==> config.mk <==
export PLATFORM = sky130hd
export DESIGN_NAME = matrix_keypad_scanner_core
export DESIGN_NICKNAME = d
export VERILOG_FILES = /design/src/rtl/kps_pkg.sv /design/src/rtl/kps_cfg.sv /design/src/rtl/kps_step.sv /design/src/rtl/matrix_keypad_scanner_core.sv
export SDC_FILE = /design/constraint.sdc
export NUM_CORES = 1
export LEC_CHECK = 0
export BUFFER_PORTS_ARGS = -buffer_cell sky130_fd_sc_hd__buf_4
export CORE_UTILIZATION = 45
export CTS_CLUSTER_DIAMETER = 80
export DETAILED_ROUTE_END_ITERATION = 12
export PLACE_DENSITY = 0.75
export SYNTH_ARGS = -nofsm -noshare
export SYNTH_HDL_FRONTEND = slang
export SYNTH_SLANG_ARGS = --single-unit
export TNS_END_PERCENT = 30
==> constraint.sdc <==
create_clock -name clk -period 2.29 [get_ports clk]
set_clock_uncertainty 0.15 [all_clocks]
set_input_delay 0.5725 -clock clk [delete_from_list [all_inputs] [get_ports clk]]
set_output_delay 0.5725 -clock clk [all_outputs]
set_load 0.03 [all_outputs]
==> src/rtl/kps_pkg.sv <==
// ============================================================================
// kps_pkg
// Shared types, constants and key map for the 4x4 matrix keypad scanner.
// ============================================================================
package kps_pkg;

    localparam int ROW_COUNT    = 4;
    localparam int COLUMN_COUNT = 4;
    localparam int ROW_W        = $clog2(ROW_COUNT);
    localparam int COL_W        = $clog2(COLUMN_COUNT);

    localparam int TIMEOUT_W  = 24;
    localparam int DEBOUNCE_W = 16;
    localparam int CFG_IDX_W  = 2;
    localparam int CFG_DATA_W = 24;

    localparam logic [CFG_IDX_W-1:0] CFG_TIMEOUT_PASSES = 2'd0;
    localparam logic [CFG_IDX_W-1:0] CFG_DEBOUNCE_TICKS = 2'd1;
    localparam logic [CFG_IDX_W-1:0] CFG_LAYOUT_SELECT  = 2'd2;

    localparam logic [TIMEOUT_W-1:0]  TIMEOUT_RESET  = 24'd75000;
    localparam logic [DEBOUNCE_W-1:0] DEBOUNCE_RESET = 16'd50;

    localparam logic [ROW_COUNT-1:0] ROWS_IDLE = 4'hF;
    localparam logic [7:0] CHAR_TIMEOUT = 8'h23;

    typedef struct packed {
        logic [TIMEOUT_W-1:0]  timeout_passes;
        logic [DEBOUNCE_W-1:0] debounce_ticks;
        logic                  layout_select;
    } cfg_t;

    typedef struct packed {
        logic [ROW_COUNT-1:0] row_drive;
        logic                 busy_res;
        logic                 done_res;
        logic [7:0]           key_char;
        logic                 timed_out;
    } res_t;

    function automatic logic [7:0] key_lookup(
        input logic             layout,
        input logic [ROW_W-1:0] row,
        input logic [COL_W-1:0] col
    );
        logic [7:0] k;
        k = 8'h00;
        unique case (row)
            2'd0:
            begin
                unique case (col)
                    2'd0: k = layout ? "1" : "7";
                    2'd1: k = layout ? "2" : "8";
                    2'd2: k = layout ? "3" : "9";
                    default: k = "A";
                endcase
            end
            2'd1:
            begin
                unique case (col)
                    2'd0: k = "4";
                    2'd1: k = "5";
                    2'd2: k = "6";
                    default: k = "B";
                endcase
            end
            2'd2:
            begin
                unique case (col)
                    2'd0: k = layout ? "7" : "1";
                    2'd1: k = layout ? "8" : "2";
                    2'd2: k = layout ? "9" : "3";
                    default: k = "C";
                endcase
            end
            default:
            begin
                unique case (col)
                    2'd0: k = "*";
                    2'd1: k = "0";
                    2'd2: k = "=";
                    default: k = "D";
                endcase
            end
        endcase
        return k;
    endfunction

endpackage

==> src/rtl/kps_cfg.sv <==
// ============================================================================
// kps_cfg
// Configuration register file: timeout budget, debounce length, layout.
// ============================================================================
module kps_cfg
(
    input  logic                           clk,
    input  logic                           rst_n,
    input  logic                           cfg_valid,
    output logic                           cfg_ready,
    input  logic [kps_pkg::CFG_IDX_W-1:0]  cfg_index,
    input  logic [kps_pkg::CFG_DATA_W-1:0] cfg_data,
    output kps_pkg::cfg_t                  cfg
);

    kps_pkg::cfg_t cfg_reg;

    assign cfg_ready = 1'b1;
    assign cfg       = cfg_reg;

    always_ff @(posedge clk or negedge rst_n)
    begin
        if (!rst_n)
        begin
            cfg_reg.timeout_passes <= kps_pkg::TIMEOUT_RESET;
            cfg_reg.debounce_ticks <= kps_pkg::DEBOUNCE_RESET;
            cfg_reg.layout_select  <= 1'b0;
        end
        else if (cfg_valid && cfg_ready)
        begin
            unique case (cfg_index)
                kps_pkg::CFG_TIMEOUT_PASSES:
                    cfg_reg.timeout_passes <= cfg_data[kps_pkg::TIMEOUT_W-1:0];
                kps_pkg::CFG_DEBOUNCE_TICKS:
                    cfg_reg.debounce_ticks <= cfg_data[kps_pkg::DEBOUNCE_W-1:0];
                kps_pkg::CFG_LAYOUT_SELECT:
                    cfg_reg.layout_select <= cfg_data[0];
                default:
                begin
                end
            endcase
        end
    end

endmodule

==> src/rtl/kps_step.sv <==
// ============================================================================
// kps_step
// Scan state machine: one transaction per enabled cycle, result formed
// combinationally from the current state and the registered input.
// ============================================================================
module kps_step
(
    input  logic                            clk,
    input  logic                            rst_n,
    input  logic                            step_en,
    input  logic                            mode,
    input  logic [kps_pkg::COLUMN_COUNT-1:0] column_lines,
    input  kps_pkg::cfg_t                   cfg,
    output kps_pkg::res_t                   res
);

    typedef enum logic [1:0] {
        PH_IDLE,
        PH_SCAN,
        PH_DEBOUNCE,
        PH_RELEASE
    } phase_t;

    phase_t                          phase_reg,    phase_next;
    logic [kps_pkg::ROW_W-1:0]       row_reg,      row_next;
    logic [kps_pkg::COL_W-1:0]       col_reg,      col_next;
    logic [kps_pkg::TIMEOUT_W-1:0]   passes_reg,   passes_next;
    logic [kps_pkg::DEBOUNCE_W-1:0]  debounce_reg, debounce_next;

    logic [kps_pkg::ROW_COUNT-1:0]   row_pat;
    logic                            hit;
    logic [kps_pkg::COL_W-1:0]       hit_col;
    logic                            col_low;

    assign row_pat = ~(kps_pkg::ROW_COUNT'(1) << row_reg);
    assign col_low = ~column_lines[col_reg];

    always_comb
    begin
        hit     = 1'b0;
        hit_col = '0;
        for (int c = kps_pkg::COLUMN_COUNT - 1; c >= 0; c--)
        begin
            if ((kps_pkg::COL_W'(c) >= col_reg) && !column_lines[c])
            begin
                hit     = 1'b1;
                hit_col = kps_pkg::COL_W'(c);
            end
        end
    end

    always_comb
    begin
        logic go;
        go            = 1'b1;
        phase_next    = phase_reg;
        row_next      = row_reg;
        col_next      = col_reg;
        passes_next   = passes_reg;
        debounce_next = debounce_reg;
        res.row_drive = kps_pkg::ROWS_IDLE;
        res.done_res  = 1'b0;
        res.key_char  = 8'h00;
        res.timed_out = 1'b0;

        if (!mode)
        begin
            phase_next    = PH_SCAN;
            row_next      = '0;
            col_next      = '0;
            passes_next   = cfg.timeout_passes;
            debounce_next = '0;
        end
        else
        begin
            unique case (phase_reg)
                PH_SCAN:
                begin
                    if ((row_reg == '0) && (col_reg == '0))
                    begin
                        if (passes_reg <= kps_pkg::TIMEOUT_W'(1))
                        begin
                            passes_next   = '0;
                            phase_next    = PH_IDLE;
                            res.done_res  = 1'b1;
                            res.key_char  = kps_pkg::CHAR_TIMEOUT;
                            res.timed_out = 1'b1;
                            go            = 1'b0;
                        end
                        else
                        begin
                            passes_next = passes_reg - kps_pkg::TIMEOUT_W'(1);
                        end
                    end
                    if (go)
                    begin
                        res.row_drive = row_pat;
                        if (hit)
                        begin
                            col_next      = hit_col;
                            debounce_next = cfg.debounce_ticks;
                            phase_next    = PH_DEBOUNCE;
                        end
                        else
                        begin
                            col_next = '0;
                            row_next = row_reg + kps_pkg::ROW_W'(1);
                        end
                    end
                end
                PH_DEBOUNCE:
                begin
                    res.row_drive = row_pat;
                    if (debounce_reg != '0)
                    begin
                        debounce_next = debounce_reg - kps_pkg::DEBOUNCE_W'(1);
                    end
                    else if (col_low)
                    begin
                        phase_next = PH_RELEASE;
                    end
                    else
                    begin
                        phase_next = PH_SCAN;
                        col_next   = col_reg + kps_pkg::COL_W'(1);
                        if (col_reg == kps_pkg::COL_W'(kps_pkg::COLUMN_COUNT - 1))
                        begin
                            row_next = row_reg + kps_pkg::ROW_W'(1);
                        end
                    end
                end
                PH_RELEASE:
                begin
                    if (col_low)
                    begin
                        res.row_drive = row_pat;
                    end
                    else
                    begin
                        res.key_char = kps_pkg::key_lookup(cfg.layout_select,
                                                           row_reg, col_reg);
                        res.done_res = 1'b1;
                        phase_next   = PH_IDLE;
                    end
                end
                default:
                begin
                end
            endcase
        end

        res.busy_res = (phase_next != PH_IDLE);
    end

    always_ff @(posedge clk or negedge rst_n)
    begin
        if (!rst_n)
        begin
            phase_reg    <= PH_IDLE;
            row_reg      <= '0;
            col_reg      <= '0;
            passes_reg   <= '0;
            debounce_reg <= '0;
        end
        else if (step_en)
        begin
            phase_reg    <= phase_next;
            row_reg      <= row_next;
            col_reg      <= col_next;
            passes_reg   <= passes_next;
            debounce_reg <= debounce_next;
        end
    end

endmodule

==> src/rtl/matrix_keypad_scanner_core.sv <==
// ============================================================================
// matrix_keypad_scanner_core
// 4x4 active-low key matrix scanner with debounce, release wait, timeout and
// two selectable key layouts.
// ============================================================================
// One transaction is accepted every cycle unless in_stall is raised, and each
// one yields exactly one result. A transaction passes through an input
// register, then the scan state machine, then the result register. The
// result register lets a new transaction enter while a result is still
// stalled, until the input register is also full. Configuration writes are
// always ready and take effect on the next transaction.
module matrix_keypad_scanner_core
(
    input  logic                             clk,
    input  logic                             rst_n,

    input  logic                             in_valid,
    output logic                             in_stall,
    input  logic                             mode,
    input  logic [kps_pkg::COLUMN_COUNT-1:0] column_lines,

    output logic                             out_valid,
    input  logic                             out_stall,
    output logic [kps_pkg::ROW_COUNT-1:0]    row_drive,
    output logic                             busy_res,
    output logic                             done_res,
    output logic [7:0]                       key_char,
    output logic                             timed_out,

    input  logic                             cfg_valid,
    output logic                             cfg_ready,
    input  logic [kps_pkg::CFG_IDX_W-1:0]    cfg_index,
    input  logic [kps_pkg::CFG_DATA_W-1:0]   cfg_data
);

    kps_pkg::cfg_t cfg;
    kps_pkg::res_t res;
    kps_pkg::res_t res_reg;

    logic                              in_valid_reg;
    logic                              mode_reg;
    logic [kps_pkg::COLUMN_COUNT-1:0]  cols_reg;
    logic                              out_valid_reg;
    logic                              out_free;
    logic                              step_en;

    assign out_free = !out_valid_reg || !out_stall;
    assign step_en  = in_valid_reg && out_free;
    assign in_stall = in_valid_reg && !out_free;

    kps_cfg u_cfg
    (
        .clk       (clk),
        .rst_n     (rst_n),
        .cfg_valid (cfg_valid),
        .cfg_ready (cfg_ready),
        .cfg_index (cfg_index),
        .cfg_data  (cfg_data),
        .cfg       (cfg)
    );

    kps_step u_step
    (
        .clk          (clk),
        .rst_n        (rst_n),
        .step_en      (step_en),
        .mode         (mode_reg),
        .column_lines (cols_reg),
        .cfg          (cfg),
        .res          (res)
    );

    always_ff @(posedge clk or negedge rst_n)
    begin
        if (!rst_n)
        begin
            in_valid_reg  <= 1'b0;
            out_valid_reg <= 1'b0;
        end
        else
        begin
            if (!in_stall)
            begin
                in_valid_reg <= in_valid;
            end
            if (out_free)
            begin
                out_valid_reg <= in_valid_reg;
            end
        end
    end

    always_ff @(posedge clk)
    begin
        if (in_valid && !in_stall)
        begin
            mode_reg <= mode;
            cols_reg <= column_lines;
        end
        if (step_en)
        begin
            res_reg <= res;
        end
    end

    assign out_valid = out_valid_reg;
    assign row_drive = res_reg.row_drive;
    assign busy_res  = res_reg.busy_res;
    assign done_res  = res_reg.done_res;
    assign key_char  = res_reg.key_char;
    assign timed_out = res_reg.timed_out;

endmodule
==> metrics.yaml <==
outcome:
  status: "finished, violations left"
  violations: "setup timing"
grt:
  grt_max_degree: 38
  busiest_layer: "met2"
  gr-usage-met2: 0.383
  grt_pass1_wl_mm: 26.6
  grtUsageMet3: 0.0644
  overflow: 0
  met1_usage: 0.314
  track_usage: 0.243
  first_global_vias: 5171
  antenna_found_initial: 0
cts:
  cts_tree: "yes"
  cts_buffers: 9
  cts_sinks: 108
  hold_buffers: 0
  worstSkewPairLatency_ns: 0.37
  clock_path_buffers: 2
  cts_root_buf: "clkbuf_16"
  cts.clk_slew.worst_paths_ns: 0.08
  htreeDepth: 3
critical_path:
  crit_family: "simple AND/OR/NAND/NOR gates"
  cp_slowest_cell: "or4_4"
  crit_type: "flip-flop to flip-flop"
  cp_cell_sequence: "or4_4, nor3_4, a31oi_1, buf_12, a32o_1, a22o_1"
  start_kind: "flip-flop"
  crit_path_max_incr_delay_ns: 0.57
  cp_data_arrival_time_ns: 2.41
  crit_buf_inv: 1
  end_kind: "flip-flop"
  critPathMaxFanout: 15
  r2r_setup_slack_ns: -0.007
  crit_required_ns: 2.41
power:
  p_leak_nw: 3.21
  powerDensity_mw_per_mm2: 1130
  worst_ir_drop_vdd_mv: 0.559
logic_synthesis:
  ys_seq_area_frac: 0.467
  ys_ff_latch: 108
  synth_top_family_by_area: "compound AO/OA/AOI/OAI gates"
  avgSynthCellArea_sq_um: 10.2
  synth_area_sq_mm: 0.00603
  synth.distinct_cells: 72
  synth_compound_area_frac: 0.190
  synth-async-reset-ratio: 0.824
  synth_edf_count: 19
  yosys.area_share.adder: 0.0291
  synth_cells: 590
  synth_fp_nets: 640
  synth_ff_type: "dfrtp_1"
  synth-simple-area-share: 0.175
  synth_xor_xnor_area_share: 0
  synthMuxAreaShare: 0.0916
  ys_warn_count: 0
drt:
  drt_iter0_markers: 591
  viasPerCell: 6.05
  antenna_left: 0
  dr.pass1.iters: 5
  num_vias: 5328
  drc_errors: 0
  routedWlPerCell_um: 18.9
  routed_wl_mm: 16.6
cells_and_area:
  final_common_cell: "buf_4"
  drive_gt1_frac: 0.362
  final_util: 0.604
  largest_reg_flops: 41
  fillCellCount: 1083
  final_cell_mix: "buf_4, dfrtp_1, nor2_1"
  layout.nets: 753
  num_antenna_cells: 0
  instances_no_fill: 880
  syn_to_final_growth_pct: 28.5
timing:
  hold_viol: 0
  fin_ws_ns: -0.00678
  holdWs_ns: 0.0142
  slew_violations: 0
  rsz0062_at_grt: "true"
  tightest_slew_ns: 0.545
  setup_viol: 3
  clock.fmax_ghz: 0.435
  finalCritPeriodShare: 1.00
  relSlewSlack: 0.635
  period_needed_ns: 2.30
floorplanning:
  core-area_sq_mm: 0.0128
  die_h_um: 118
  io_pins: 54
  rows: 41
  die_w_um: 118
  initial_core_util: 0.470
  die-area_sq_mm: 0.0139
placement:
  hpwl_mm: 11.7
  dp.cells: 840
  io_buffer_count: 51
  globalplace.congestion: 0.944
worst_hold_path:
  holdCritPathClass: "input pin to async pin"
flow_run:
  max_cap_violations: 0
## cell families after synthesis
logic type,Yosys count
AND/OR/NAND/NOR,186
AO/OA/AOI/OAI,164
flip-flops,108
buffers and inverters,67
multiplexers,49
adder cells (fa/ha/maj),14
other,2
## power by group
| group | total (mW) | switching (mW) | internal, mW |
|---|---|---|---|
| Combinational | 4.03 | 2.12 | 1.90 |
| Sequential | 3.16 | 0.635 | 2.53 |
| Clock | 1.60 | 0.772 | 0.827 |
| Total | 8.79 | 3.53 | 5.26 |
## path summary, 6_finish.rpt
check | start | endpoint | cells past startpoint
min in group clk | column_lines[0] | cols_reg[0]$_DFFE_PP_ | 1
worst max-delay path | u_step.passes_reg[13]$_DFFE_PN0P_ | u_step.passes_reg[2]$_DFFE_PN0P_ | 6
worst min-delay path | rst_n | u_cfg.cfg[40]$_DFFE_PN0P_ | 1
max in group asynchronous | rst_n | u_cfg.cfg[23]$_DFFE_PN1P_ | 2
worst max register to register | u_step.passes_reg[13]$_DFFE_PN0P_ | u_step.passes_reg[2]$_DFFE_PN0P_ | 6
worst min register to register | in_valid_reg$_DFFE_PN0N_ | out_valid$_DFFE_PN0N_ | 1
## through the flow
step	setup slack, ns	cell area [sq um]	TNS (ns)	power (mW)
floorplan	0.0271	6030	0	5.22
global placement	0.0399	7010	0	6.45
detailed placement	-0.0866	7010	-0.199	6.60
CTS	-0.00334	7350	-0.00334	8.24
global route	-0.0945	7740	-0.844	9.28
finish	-0.00678	7740	-0.00928	8.79
## cell type report
| class | instances | area [sq um] | area share |
|---|---|---|---|
| Clock buffer | 11 | 254 | 0.0328 |
| Clock inverter | 5 | 48.8 | 0.00630 |
| Inverter | 32 | 120 | 0.0155 |
| Multi-Input combinational cell | 416 | 3160 | 0.408 |
| Sequential cell | 108 | 2810 | 0.363 |
| Tap cell | 172 | 215 | 0.0278 |
| Timing Repair Buffer | 136 | 1130 | 0.146 |
## per-layer routing
metal,share of wire,up-vias
li1,-,2446
met1,0.42,2588
met2,0.48,257
met3,0.077,37
met4,0.026,0
met5,0,-
## synth_stat cells, types with 3 or more instances
library cell  count  area (sq um)
dfrtp_1          78          1950
nor2_1           45           169
mux2_2           39           439
nand2_1          36           135
o21ai_0          33           165
inv_1            32           120
a21oi_1          28           140
nor3_1           24           120
clkbuf_1         21          78.8
edfxtp_1         19           571
ha_1             14           175
dfstp_2          11           289
o211ai_1         11          82.6
a22o_1           10          87.6
and3_1           10          62.6
nor4_1           10          62.6
o2bb2ai_1        10          87.6
a22oi_1           9          67.6
buf_2             9          45.0
mux2i_1           9          90.1
nand3_1           9          45.0
nand4_1           9          56.3
a31oi_1           7          43.8
nor2b_1           7          43.8
o21ai_1           7          35.0
o221ai_1          6          52.6
o311ai_0          6          52.6
a221o_1           5          50.1
a211oi_1          4          30.0
nand2b_1          4          25.0
o22ai_1           4          25.0
or3_1             4          25.0
a21o_1            3          22.5
a32oi_1           3          26.3
and2_1            3          18.8
and4b_1           3          30.0
nor3b_1           3          22.5
## repair_timing
action / 4_1_cts / 5_1_grt
buffers inserted: 2 / 20
pin swaps: 3 / 13
resized for setup: 6 / 49
endpoints found under the setup margin: 8 / 49
gates cloned: 0 / 2
No activity file was read; power rests on OpenSTA's default activity.
